[src/rtl/voxel_occupancy_grid_top_macros.svh]
// Assertion macros shared by the voxel occupancy grid RTL.
`ifndef VOXEL_OCCUPANCY_GRID_TOP_MACROS_SVH
`define VOXEL_OCCUPANCY_GRID_TOP_MACROS_SVH

// Same-cycle implication, sampled on clk_i, off while rst_ni is low.
`define VOXOG_ASSERT_NOW(lbl, ante, cons, msg) \
  lbl: assert property (@(posedge clk_i) disable iff (!rst_ni) (ante) |-> (cons)) \
    else $error(msg);

// Next-cycle implication, sampled on clk_i, off while rst_ni is low.
`define VOXOG_ASSERT_NEXT(lbl, ante, cons, msg) \
  lbl: assert property (@(posedge clk_i) disable iff (!rst_ni) (ante) |=> (cons)) \
    else $error(msg);

`endif

[src/rtl/voxog_pkg.sv]
// Shared types, constants and helpers of the voxel occupancy grid.
package voxog_pkg;

  localparam int MAX_X_DEF = 64;
  localparam int MAX_Y_DEF = 64;
  localparam int MAX_Z_DEF = 64;

  localparam int COORD_W  = 24;
  localparam int INV_W    = 24;
  localparam int SIZE_W   = 7;
  localparam int CFG_IDX_W = 3;

  localparam logic signed [COORD_W-1:0] ORIGIN_RST  = '0;
  localparam logic        [INV_W-1:0]   INV_RES_RST = 24'd65536;
  localparam logic        [SIZE_W-1:0]  SIZE_RST    = 7'd64;

  typedef enum logic [CFG_IDX_W-1:0] {
    REG_ORIGIN_X = 3'd0,
    REG_ORIGIN_Y = 3'd1,
    REG_ORIGIN_Z = 3'd2,
    REG_INV_RES  = 3'd3,
    REG_SIZE_X   = 3'd4,
    REG_SIZE_Y   = 3'd5,
    REG_SIZE_Z   = 3'd6
  } voxog_reg_e;

  typedef enum logic {
    FUNC_MARK  = 1'b0,
    FUNC_QUERY = 1'b1
  } voxog_func_e;

  // Bits needed to index n entries, never less than one.
  function automatic int idx_width(input int n);
    return (n > 1) ? $clog2(n) : 1;
  endfunction

endpackage

[src/rtl/voxog_axis.sv]
// Per-axis voxel index unit: registered scaling product, then floor, range test and clamp.
module voxog_axis #(
  parameter int MAX = voxog_pkg::MAX_X_DEF
) (
  input  logic                                    clk_i,
  input  logic                                    load_i,
  input  logic signed [voxog_pkg::COORD_W-1:0]    coord_i,
  input  logic signed [voxog_pkg::COORD_W-1:0]    origin_i,
  input  logic        [voxog_pkg::INV_W-1:0]      inv_res_i,
  input  logic        [voxog_pkg::SIZE_W-1:0]     size_i,
  output logic        [voxog_pkg::idx_width(MAX)-1:0] idx_o,
  output logic                                    inside_o
);

  localparam int IW = voxog_pkg::idx_width(MAX);
  localparam int CW = voxog_pkg::COORD_W;
  localparam int PW = CW + voxog_pkg::INV_W;
  localparam logic [CW-1:0] MAX_V = CW'(MAX);

  logic [CW:0]   diff;
  logic [PW-1:0] prod_q;
  logic          neg_q;
  logic [CW-1:0] raw;
  logic [CW-1:0] size_w;
  logic [CW-1:0] size_eff;
  logic          below_size;

  assign diff = {coord_i[CW-1], coord_i} - {origin_i[CW-1], origin_i};

  // A negative offset only counts as negative when the scale is nonzero;
  // with a zero scale the product is zero and the index lands on 0.
  always_ff @(posedge clk_i) begin
    if (load_i) begin
      neg_q  <= diff[CW] && (inv_res_i != '0);
      prod_q <= diff[CW-1:0] * inv_res_i;
    end
  end

  assign raw    = prod_q[PW-1:CW];
  assign size_w = {{(CW - voxog_pkg::SIZE_W){1'b0}}, size_i};

  always_comb begin
    if (size_i == '0) begin
      size_eff = CW'(1);
    end else if (size_w > MAX_V) begin
      size_eff = MAX_V;
    end else begin
      size_eff = size_w;
    end
  end

  assign below_size = raw < size_eff;
  assign inside_o   = !neg_q && below_size;

  always_comb begin
    if (neg_q) begin
      idx_o = '0;
    end else if (below_size) begin
      idx_o = raw[IW-1:0];
    end else begin
      idx_o = IW'(size_eff - CW'(1));
    end
  end

endmodule

[config.mk]
export PLATFORM = sky130hd
export DESIGN_NAME = voxog_axis
export DESIGN_NICKNAME = d
export VERILOG_FILES = /design/src/rtl/voxel_occupancy_grid_top_macros.svh /design/src/rtl/voxog_pkg.sv /design/src/rtl/voxog_axis.sv
export SDC_FILE = /design/constraint.sdc
export NUM_CORES = 1
export LEC_CHECK = 0
export BUFFER_PORTS_ARGS = -buffer_cell sky130_fd_sc_hd__buf_4
export CORE_UTILIZATION = 50
export CTS_CLUSTER_SIZE = 14
export DETAILED_ROUTE_END_ITERATION = 12
export HOLD_SLACK_MARGIN = 0.05
export PLACE_DENSITY = 0.64
export SLEW_MARGIN = 20
export SYNTH_ARGS = -nofsm -noshare
export SYNTH_HDL_FRONTEND = slang
export SYNTH_SLANG_ARGS = --single-unit
export TNS_END_PERCENT = 1
[constraint.sdc]
create_clock -name clk_i -period 10.2 [get_ports clk_i]
set_clock_uncertainty 0.2 [all_clocks]
set_input_delay 1.02 -clock clk_i [delete_from_list [all_inputs] [get_ports clk_i]]
set_output_delay 1.02 -clock clk_i [all_outputs]
set_load 0.01 [all_outputs]
==> summary.txt, run 1 <==
Placement
  • Final HPWL DP: 45250 µm
  • IO Port Bufs: 87
  • GPL Wtd Cong: 0.9486
  • Post-Place Setup Slack: -162.9 ps

Global routing
  • Initial antenna violation count: 2
  • GRT Residual Overflow: 0
  • Total track usage: 26.68%
  • Met2 usage: 48.00%
  • First-pass GRT wire length: 90740 µm
  • Largest net degree at the start of global routing: 26
  • GRT met1 Usage: 34.07%
  • Gr busiest metal: met2
  • Met3 GRT Util: 1.826%
  • Vias in the first global route: 17597

Floorplan
  • Site Rows: 75
  • CORE AREA: 41950 µm²
  • Die X-Extent: 208.2 µm
  • Boundary Pins: 88
  • Chip height: 208.2 µm
  • Die area: 43350 µm²
  • Initial Util: 50.68%

Setup path
  • CP endpoint kind: register
  • Worst EP required: 10000 ps
  • CP Class: in2reg
  • Critical path fanouts, max: 12
  • Most common cell on crit path: fa_1
  • Slowest-stage cell, CP: or3_2
  • Worst Path Arrival: 9770 ps
  • CP max stage delay: 610 ps
  • Startpoint Class: input pin

Synth
  • Synth cell types: 63
  • Mapped cell area: 21260 µm²
  • Synthesized area per cell: 8.844 µm²
  • Syn_nets: 3168
  • Post-Syn Instances: 2404
  • Asr flop ratio synth: 0%
  • Number of synthesized flops with an enable pin: 25
  • Ys Warns: 0
  • Top FF cell, synth: edfxtp_1
  • Seq cells post-synth: 25
  • Register area share after synthesis: 3.531%

Timing
  • Worst slew pin tran: 1032 ps
  • Relative slew slack: 31.21%
  • Period utilization: 97.74%
  • Final worst slack: 230.3 ps
  • Max frequency: 0.1003 GHz
  • Final hold viol count: 0
  • Final worst path period need: 9970 ps
  • TNS Setup: 0 ps
  • Slew Viols, Final: 0
  • Final setup viols: 0

Hold path
  • Hold Crit Class: in2reg

Layout
  • Area growth from synthesis to layout: 7.515%
  • Fin nets: 3196
  • Layout cells sized above 1: 6.911%
  • Fin util: 54.49%

Clock network
  • CTS tree: yes
  • Hold-fix buffers, CTS: 0
  • TritonCTS buffer count: 3
  • Htree depth: 1
  • Clk buf depth: 2
  • Clock transition at the registers of the reported paths: 60 ps
  • Clk sinks: 25
  • Root Buffer Master: clkbuf_16

Outcome
  • Status: completed

Routing
  • Wire per inst: 18.72 µm
  • Vias: 16218
  • Post-Route WL: 55630 µm
  • Detailed Routing Iterations Pass 1: 5
  • Final ANT Viol Nets: 0
  • Number of DRC markers in iteration 0: 940
  • Drc violations: 0
  • Vias per cell: 5.459

Run
  • Max Cap Viol: 0
## state kept, by name, summed over array words and instances, names as in the netlist
register	flops
neg_q	1
prod_q	24
## worst max-delay path, delay by kind of cell
family                     cells  cell delay, ps
AOI/OAI and AO/OA              9            2420
adders and majority gates     10            4190
xor gates and xnor gates       1              90
buffers and inverters          5             450
and+or+nand+nor                5            1580
## stage by stage
stage	instance area (µm²)	hold WS, ps	instances
finish	22860	986.5	2971
global route	22860	994.0	2970
global placement	22690	1243	2964
CTS	22770	984.8	2968
detailed placement	22690	1250	2964
floorplan	21260	932.5	2404
## timing repair
| action | 4_1_cts | 5_1_grt |
|---|---|---|
| setup endpoints to repair | 0 | 16 |
| buffers inserted | 0 | 1 |
| gates resized for setup | 0 | 12 |
## final timing paths
path	cells after the start	slack (ps)	endpoint	start
setup / recovery	30	230	prod_q[42]	coord_i[0]
hold / removal	1	990	prod_q[39]	load_i
## cells in the final DEF (no fill, tap or decap), drive strengths merged, types with 3 or more instances in the layout
master / synthesis / final
inv: 575 / 575
fa: 482 / 482
and2: 302 / 302
nand2: 255 / 255
ha: 201 / 201
buf: 4 / 132
a21oi: 60 / 60
nor2: 47 / 47
a21o: 38 / 38
nor2b: 35 / 35
o21ai: 30 / 30
xnor2: 30 / 30
edfxtp: 25 / 25
nand3: 24 / 24
nand2b: 20 / 20
and3: 19 / 19
a211oi: 13 / 13
xor2: 13 / 13
nor4: 12 / 12
nand4: 10 / 10
nor3: 9 / 9
o21a: 8 / 8
a31oi: 7 / 7
or3: 6 / 7
o21bai: 6 / 6
a2111oi: 6 / 6
o31a: 5 / 5
and4: 5 / 5
o22ai: 5 / 5
o211ai: 4 / 4
o31ai: 4 / 4
clkbuf: 106 / 4
a311oi: 3 / 3
a211o: 3 / 3
or4: 3 / 3
o2111ai: 3 / 3
## per-layer routing
| layer | vias to the layer above | routed length, µm |
|---|---|---|
| met5 | - | 0 |
| met4 | 0 | 2051 |
| met3 | 102 | 2524 |
| met2 | 423 | 28730 |
| met1 | 8421 | 22330 |
| li1 | 7272 | - |
## cell families after synthesis
logic type / Yosys count / share of synthesized area [%]
DFF: 25 / 3.531
AOI/OAI and AO/OA: 212 / 6.674
buffers and inverters: 686 / 12.15
adders and majority gates: 683 / 57.22
and+or+nand+nor: 754 / 18.61
muxes: 1 / 0.04708
xor gates and xnor gates: 43 / 1.771
## cells in the mapped netlist (all sizes together) (2+ instances only)
cell	count	area (µm²)
inv	575	2158
o2111ai	3	32.53
a311oi	3	26.28
or4	3	22.52
o31ai	4	30.03
a211o	3	26.28
o21ai	30	150.1
a31o	2	17.52
and3	19	118.9
o31a	5	43.79
o21a	8	60.06
edfxtp	25	750.7
and4	5	43.79
xor2	13	113.9
fa	482	9649
a21o	38	285.3
or3	6	42.54
nand3	24	120.1
nor2	47	176.4
a211oi	13	97.59
a21oi	60	300.3
a31oi	7	43.79
and2	302	1889
ha	201	2515
a21boi	2	15.01
o22ai	5	31.28
a41oi	2	17.52
clkbuf	106	397.9
nor3	9	45.04
a2111oi	6	60.05
nand2b	20	125.1
xnor2	30	262.8
or2	2	12.51
nor4	12	75.07
buf	4	23.76
o41ai	2	17.52
nor2b	35	219.0
nand2	255	957.2
o221ai	2	17.52
o211ai	4	30.03
nand4	10	62.56
o21bai	6	45.04
## final cells by class
| type | count | area, µm² |
|---|---|---|
| clock buffers | 4 | 78.83 |
| fillers | 3914 | 19090 |
| diodes | 1 | 2.502 |
| multi-input cells | 1694 | 18140 |
| well taps | 539 | 674.4 |
| flip-flops and latches | 25 | 750.7 |
| inverters | 576 | 2162 |
| repair buffers | 132 | 1045 |
Power of run 1 is left out: the tool's default activity adds up to more than one toggle a clock period on the data nets, which glitch-free logic cannot reach.
==> inputs of run 2 (changes only) <==
--- a/config.mk
+++ b/config.mk
@@ -9,8 +9,10 @@
 export CORE_UTILIZATION = 50
 export CTS_CLUSTER_SIZE = 14
 export DETAILED_ROUTE_END_ITERATION = 12
+export GPL_ROUTABILITY_DRIVEN = 0
 export HOLD_SLACK_MARGIN = 0.05
 export PLACE_DENSITY = 0.64
+export RECOVER_POWER = 100
 export SLEW_MARGIN = 20
 export SYNTH_ARGS = -nofsm -noshare
 export SYNTH_HDL_FRONTEND = slang
==> run 2 against run 1 <==
  * Via count about the same
  * Die area unchanged
  * Global-route usage grew 0.14 points
  * Highest routed layer unchanged
  * Sequential cell count is the same
  * Final cell count up 0.30%
  * Utilization is 0.29 points higher
  * Setup slack improved by 73 ps
==> summary.txt, run 2 (synthesized netlist as in run 1, its figures left out) <==
Routing
  • Drc violations: 0 (unchanged)
  • Number of DRC markers in iteration 0: 961 (was 940)
  • Vias: 16214 (was 16218)
  • Post-Route WL: 55300 µm (was 55630 µm)
  • Detailed Routing Iterations Pass 1: 5 (unchanged)
  • Wire per inst: 18.56 µm (was 18.72 µm)
  • Final ANT Viol Nets: 0 (unchanged)
  • Vias per cell: 5.441 (was 5.459)

Global routing
  • Vias in the first global route: 17640 (was 17597)
  • First-pass GRT wire length: 91610 µm (was 90740 µm)
  • Initial antenna violation count: 0 (was 2)
  • GRT Residual Overflow: 0 (unchanged)
  • Largest net degree at the start of global routing: 26 (unchanged)
  • Total track usage: 26.82% (was 26.68%)

Layout
  • Biggest regs: prod_q (24), neg_q (1) (unchanged)
  • Final Non-Filler Cells: 2980 (was 2971)
  • Final instance area: 22980 µm² (was 22860 µm²)
  • Biggest register: prod_q (unchanged)
  • Most common cell after layout, fill and taps aside: inv_1 (unchanged)
  • Max reg flops: 24 (unchanged)
  • Area growth from synthesis to layout: 8.092% (was 7.515%)
  • Reg area: 750.7 µm² (unchanged)
  • Most frequent cells in the layout: 575 x inv_1, 481 x fa_1, 302 x and2_1 (unchanged)
  • Area of the multi-input gates: 18200 µm² (was 18140 µm²)
  • Layout cells sized above 1: 7.579% (was 6.911%)
  • Fin nets: 3206 (was 3196)
  • Filler cells: 3858 (was 3914)
  • # diodes: 0 (was 1)

Timing
  • Slew Viols, Final: 0 (unchanged)
  • Final setup viols: 0 (unchanged)
  • Final hold viol count: 0 (unchanged)
  • Max frequency: 0.1010 GHz (was 0.1003 GHz)
  • Period utilization: 97.03% (was 97.74%)
  • Final worst path period need: 9897 ps (was 9970 ps)
  • Final worst slack: 302.9 ps (was 230.3 ps)
  • Relative slew slack: 12.95% (was 31.21%)
  • Worst slew pin tran: 1306 ps (was 1032 ps)

Hold path
  • Hold path start: inv_res_i[13] (was load_i)
  • Hold Crit Class: in2reg (unchanged)

Placement
  • Area after DPL: 22740 µm² (was 22690 µm²)
  • Placed cells: 2970 (was 2964)
  • IO Port Bufs: 87 (unchanged)
  • Final HPWL DP: 45300 µm (was 45250 µm)
  • Post-Place Setup Slack: -141.9 ps (was -162.9 ps)

Setup path
  • Worst Path Arrival: 9710 ps (was 9770 ps)
  • Slowest-stage cell, CP: fa_1 (was or3_2)
  • Setup crit start: coord_i[0] (unchanged)
  • CP Class: in2reg (unchanged)
  • CP endpoint kind: register (unchanged)
  • CP Buf/Inv Count: 6 (was 5)
  • Startpoint Class: input pin (unchanged)
  • Critical path fanouts, max: 11 (was 12)
  • CP max stage delay: 610 ps (about the same)
  • Worst EP required: 10010 ps (was 10000 ps)
  • Most common cell on crit path: fa_1 (unchanged)
  • Critical path's top delay family: adder cells (unchanged)

Floorplan
  • Initial Util: 50.68% (unchanged)
  • Chip height: 208.2 µm (unchanged)
  • Die X-Extent: 208.2 µm (unchanged)
  • CORE AREA: 41950 µm² (unchanged)
  • Die area: 43350 µm² (unchanged)
  • Site Rows: 75 (unchanged)
  • Boundary Pins: 88 (unchanged)

Clock network
  • Clk sinks: 25 (unchanged)
  • Root Buffer Master: clkbuf_16 (unchanged)
  • Hold-fix buffers, CTS: 0 (unchanged)
  • Htree depth: 1 (unchanged)
  • Clock transition at the registers of the reported paths: 60 ps (about the same)
  • Clk buf depth: 2 (unchanged)
  • TritonCTS buffer count: 3 (unchanged)
  • CTS tree: yes (unchanged)

Outcome
  • Status: completed (unchanged)

Run
  • Max Cap Viol: 0 (unchanged)
-- run 2: changes by cell type in the layout (fill, tap and decap cells not counted), moves of 2 or more --
cell,change
buf_4,+8
a21oi_1,-2
a21oi_2,+2
ha_1,-2
ha_2,+2
o21ai_0,-2
or3_4,+2
-- run 2: tightest hold or removal path, delay by kind of cell --
kind,cells,cell delay (ps)
buffers and inverters,1,230
AOI/OAI and AO/OA,1,170
and+or+nand+nor,1,210
-- run 2: layout make-up --
type,count,area share [%]
clock buffers,3,0.3267
inverters,576,9.408
clock inverters,1,0.02178
repair buffers,141,4.862
well taps,539,2.935
multi-input cells,1695,79.18
flip-flops and latches,25,3.267
-- run 2: worst paths after layout --
path / endpoint / slack, ps / depth (start not counted)
max: prod_q[44] / 300 / 31
min: neg_q / 1400 / 3
-- run 2: metrics by stage --
| stage | hold WS [ps] | utilization [%] | setup TNS [ps] |
|---|---|---|---|
| 3_3_place_gp | 1246 | 54.22 | 0 |
| 4_1_cts | 982.6 | 54.41 | 0 |
| 2_1_floorplan | 932.5 | - | 0 |
| 6_report | 1395 | 54.79 | 0 |
| 5_1_grt | 1438 | 54.79 | -15.86 |
| 3_5_place_dp | 1251 | 54.22 | -495.1 |
-- run 2: routing by layer --
metal	part of all wire (%)	vias up	GRT usage (%)
met3	4.6	112	1.887
met5	0	-	0
met1	40	8361	34.25
met2	52	454	47.92
met4	4.1	0	9.579
li1	-	7287	-
-- run 2: timing repair --
item	CTS	global route
endpoints found under the setup margin	0	12
gates resized for setup	0	24
setup buffers	0	4
Power of run 2 is left out for the same reason.
==> inputs of run 3 (changes only) <==
--- a/config.mk
+++ b/config.mk
@@ -11,10 +11,9 @@
 export DETAILED_ROUTE_END_ITERATION = 12
 export GPL_ROUTABILITY_DRIVEN = 0
 export HOLD_SLACK_MARGIN = 0.05
-export PLACE_DENSITY = 0.64
+export PLACE_DENSITY = 0.66
 export RECOVER_POWER = 100
 export SLEW_MARGIN = 20
 export SYNTH_ARGS = -nofsm -noshare
 export SYNTH_HDL_FRONTEND = slang
 export SYNTH_SLANG_ARGS = --single-unit
-export TNS_END_PERCENT = 1
==> constraint.sdc (replaced) <==
create_clock -name clk_i -period 8.55 [get_ports clk_i]
set_clock_uncertainty 0.2 [all_clocks]
set_input_delay 0.855 -clock clk_i [delete_from_list [all_inputs] [get_ports clk_i]]
set_output_delay 0.855 -clock clk_i [all_outputs]
set_load 0.01 [all_outputs]
==> run 3 against run 2 <==
  * The run now ends with negative setup slack left
  * Clock-buffer cell count is the same
  * Worst hold slack got worse by 130 ps
  * Via count is 4.0% higher
  * Critical path depth is 1 higher
  * Routed wire length up 0.45%
  * Global-route usage is 0.37 points higher
  * Cell area rose by 9.9%
  * Final cell count increased by 6.5%
  * Sequential share of layout area is 0.29 points lower
  * Setup slack got worse by 870 ps
  * Non-clock buffer count rose by 193
  * Utilization up 5.4 points
==> summary.txt, run 3 (synthesized netlist as in run 1, its figures left out) <==
Clock network
  • Root Buffer Master: clkbuf_16 (unchanged)
  • Clk buf depth: 2 (unchanged)
  • Hold-fix buffers, CTS: 0 (unchanged)
  • CTS tree: yes (unchanged)
  • Clk sinks: 25 (unchanged)
  • Clock transition at the registers of the reported paths: 70 ps (was 60 ps)
  • TritonCTS buffer count: 3 (unchanged)
  • Htree depth: 1 (unchanged)

Setup path
  • CP max stage delay: 540 ps (was 610 ps)
  • CP endpoint kind: register (unchanged)
  • Startpoint Class: input pin (unchanged)
  • Slowest-stage cell, CP: fa_1 (unchanged)
  • Worst EP required: 8360 ps (was 10010 ps)
  • CP Class: in2reg (unchanged)
  • Critical path fanouts, max: 8 (was 11)
  • Worst Path Arrival: 8930 ps (was 9710 ps)
  • Most common cell on crit path: fa_1 (unchanged)

Layout
  • Max reg flops: 24 (unchanged)
  • Final Non-Filler Cells: 3175 (was 2980)
  • Layout cells sized above 1: 19.87% (was 7.579%)
  • Biggest register: prod_q (unchanged)
  • Most frequent cells in the layout: 551 x inv_1, 462 x fa_1, 313 x buf_4 (was 575 x inv_1, 481 x fa_1, 302 x and2_1)
  • Area of the multi-input gates: 18920 µm² (was 18200 µm²)
  • Area growth from synthesis to layout: 18.80% (was 8.092%)
  • Reg area: 750.7 µm² (unchanged)
  • Fin nets: 3397 (was 3206)
  • Filler cells: 3735 (was 3858)
  • Final instance area: 25260 µm² (was 22980 µm²)
  • Biggest regs: prod_q (24), neg_q (1) (unchanged)
  • Most common cell after layout, fill and taps aside: inv_1 (unchanged)

Routing
  • Routed wl met2: 29400 µm (was 28500 µm)
  • Post-Route WL: 55550 µm (was 55300 µm)
  • Met1 Wirelength: 22390 µm (was 21990 µm)
  • Top Metal Used: met4 (unchanged)
  • Drc violations: 0 (unchanged)
  • Wire per inst: 17.50 µm (was 18.56 µm)
  • Final ANT Viol Nets: 0 (unchanged)
  • Routed wl met3: 2122 µm (was 2528 µm)
  • Vias per cell: 5.313 (was 5.441)
  • Detailed Routing Iterations Pass 1: 5 (unchanged)
  • Vias: 16868 (was 16214)
  • Number of DRC markers in iteration 0: 1051 (was 961)

Timing
  • Final setup viols: 19 (was 0)
  • Slew Viols, Final: 0 (unchanged)
  • RSZ-0062 raised after global routing: yes
  • Worst hold slack: 1263 ps (was 1395 ps)
  • Worst slew pin tran: 1360 ps (was 1306 ps)
  • Relative slew slack: 9.311% (was 12.95%)
  • Final worst path period need: 9117 ps
  • Final hold viol count: 0 (unchanged)
  • Period utilization: 106.6%
  • Max frequency: 0.1097 GHz
  • Final worst slack: -566.8 ps (was 302.9 ps)

Global routing
  • First-pass GRT wire length: 94450 µm (was 91610 µm)
  • GRT Residual Overflow: 0 (unchanged)
  • Largest net degree at the start of global routing: 26 (unchanged)
  • Initial antenna violation count: 1 (was 0)
  • Vias in the first global route: 19154 (was 17640)
  • Total track usage: 27.18% (was 26.82%)

Outcome
  • Failing checks: negative setup slack
  • Status: finished with violations (was completed)

Floorplan
  • Chip height: 208.2 µm (unchanged)
  • Site Rows: 75 (unchanged)
  • CORE AREA: 41950 µm² (unchanged)
  • Die X-Extent: 208.2 µm (unchanged)
  • Initial Util: 50.68% (unchanged)
  • Boundary Pins: 88 (unchanged)
  • Die area: 43350 µm² (unchanged)

Placement
  • Final HPWL DP: 46310 µm (was 45300 µm)
  • IO Port Bufs: 87 (unchanged)
  • Placed cells: 3150 (was 2970)
  • Area after DPL: 24490 µm² (was 22740 µm²)

Hold path
  • Hold Crit Class: in2reg (unchanged)

Run
  • Max Cap Viol: 0 (unchanged)
-- run 3: cell type report --
cell class,instances,area share [%]
clock buffers,3,0.2972
inverters,576,8.610
well taps,539,2.670
diodes,4,0.03963
repair buffers,334,10.46
clock inverters,1,0.02972
multi-input cells,1693,74.92
flip-flops and latches,25,2.972
-- run 3: per-stage QoR --
stage               utilization, %  TNS, ps  setup WS [ps]
floorplan                        -    -2837         -334.1
global placement             58.39   -14750         -868.1
detailed placement           58.39   -16870         -952.1
CTS                          59.35    -6140         -508.4
global route                 60.19   -13780         -860.6
finish                       60.21    -7523         -566.8
-- run 3: final timing paths --
| kind | from | end | cells past startpoint |
|---|---|---|---|
| max | coord_i[0] | prod_q[41] | 32 |
| min | inv_res_i[13] | neg_q | 3 |
-- run 3: repair_timing --
item,4_1_cts,5_1_grt
setup buffers,7,9
pin swaps,67,41
resized for setup,58,76
gates cloned,1,0
setup endpoints to repair,23,24
-- run 3: per-layer routing --
| layer | global-route usage (%) | vias to the layer above |
|---|---|---|
| met5 | 0 | - |
| met4 | 7.765 | 0 |
| met3 | 1.660 | 103 |
| met2 | 50.61 | 421 |
| met1 | 33.89 | 8670 |
| li1 | - | 7674 |
-- run 3: worst max-delay path, delay by kind of cell --
kind | cells | cell delay, ps
xor+xnor | 1 | 140
buf+inv | 7 | 500
fa+ha+maj | 10 | 4080
compound gates | 9 | 2160
simple gates | 5 | 1160
Power of run 3 is left out for the same reason.
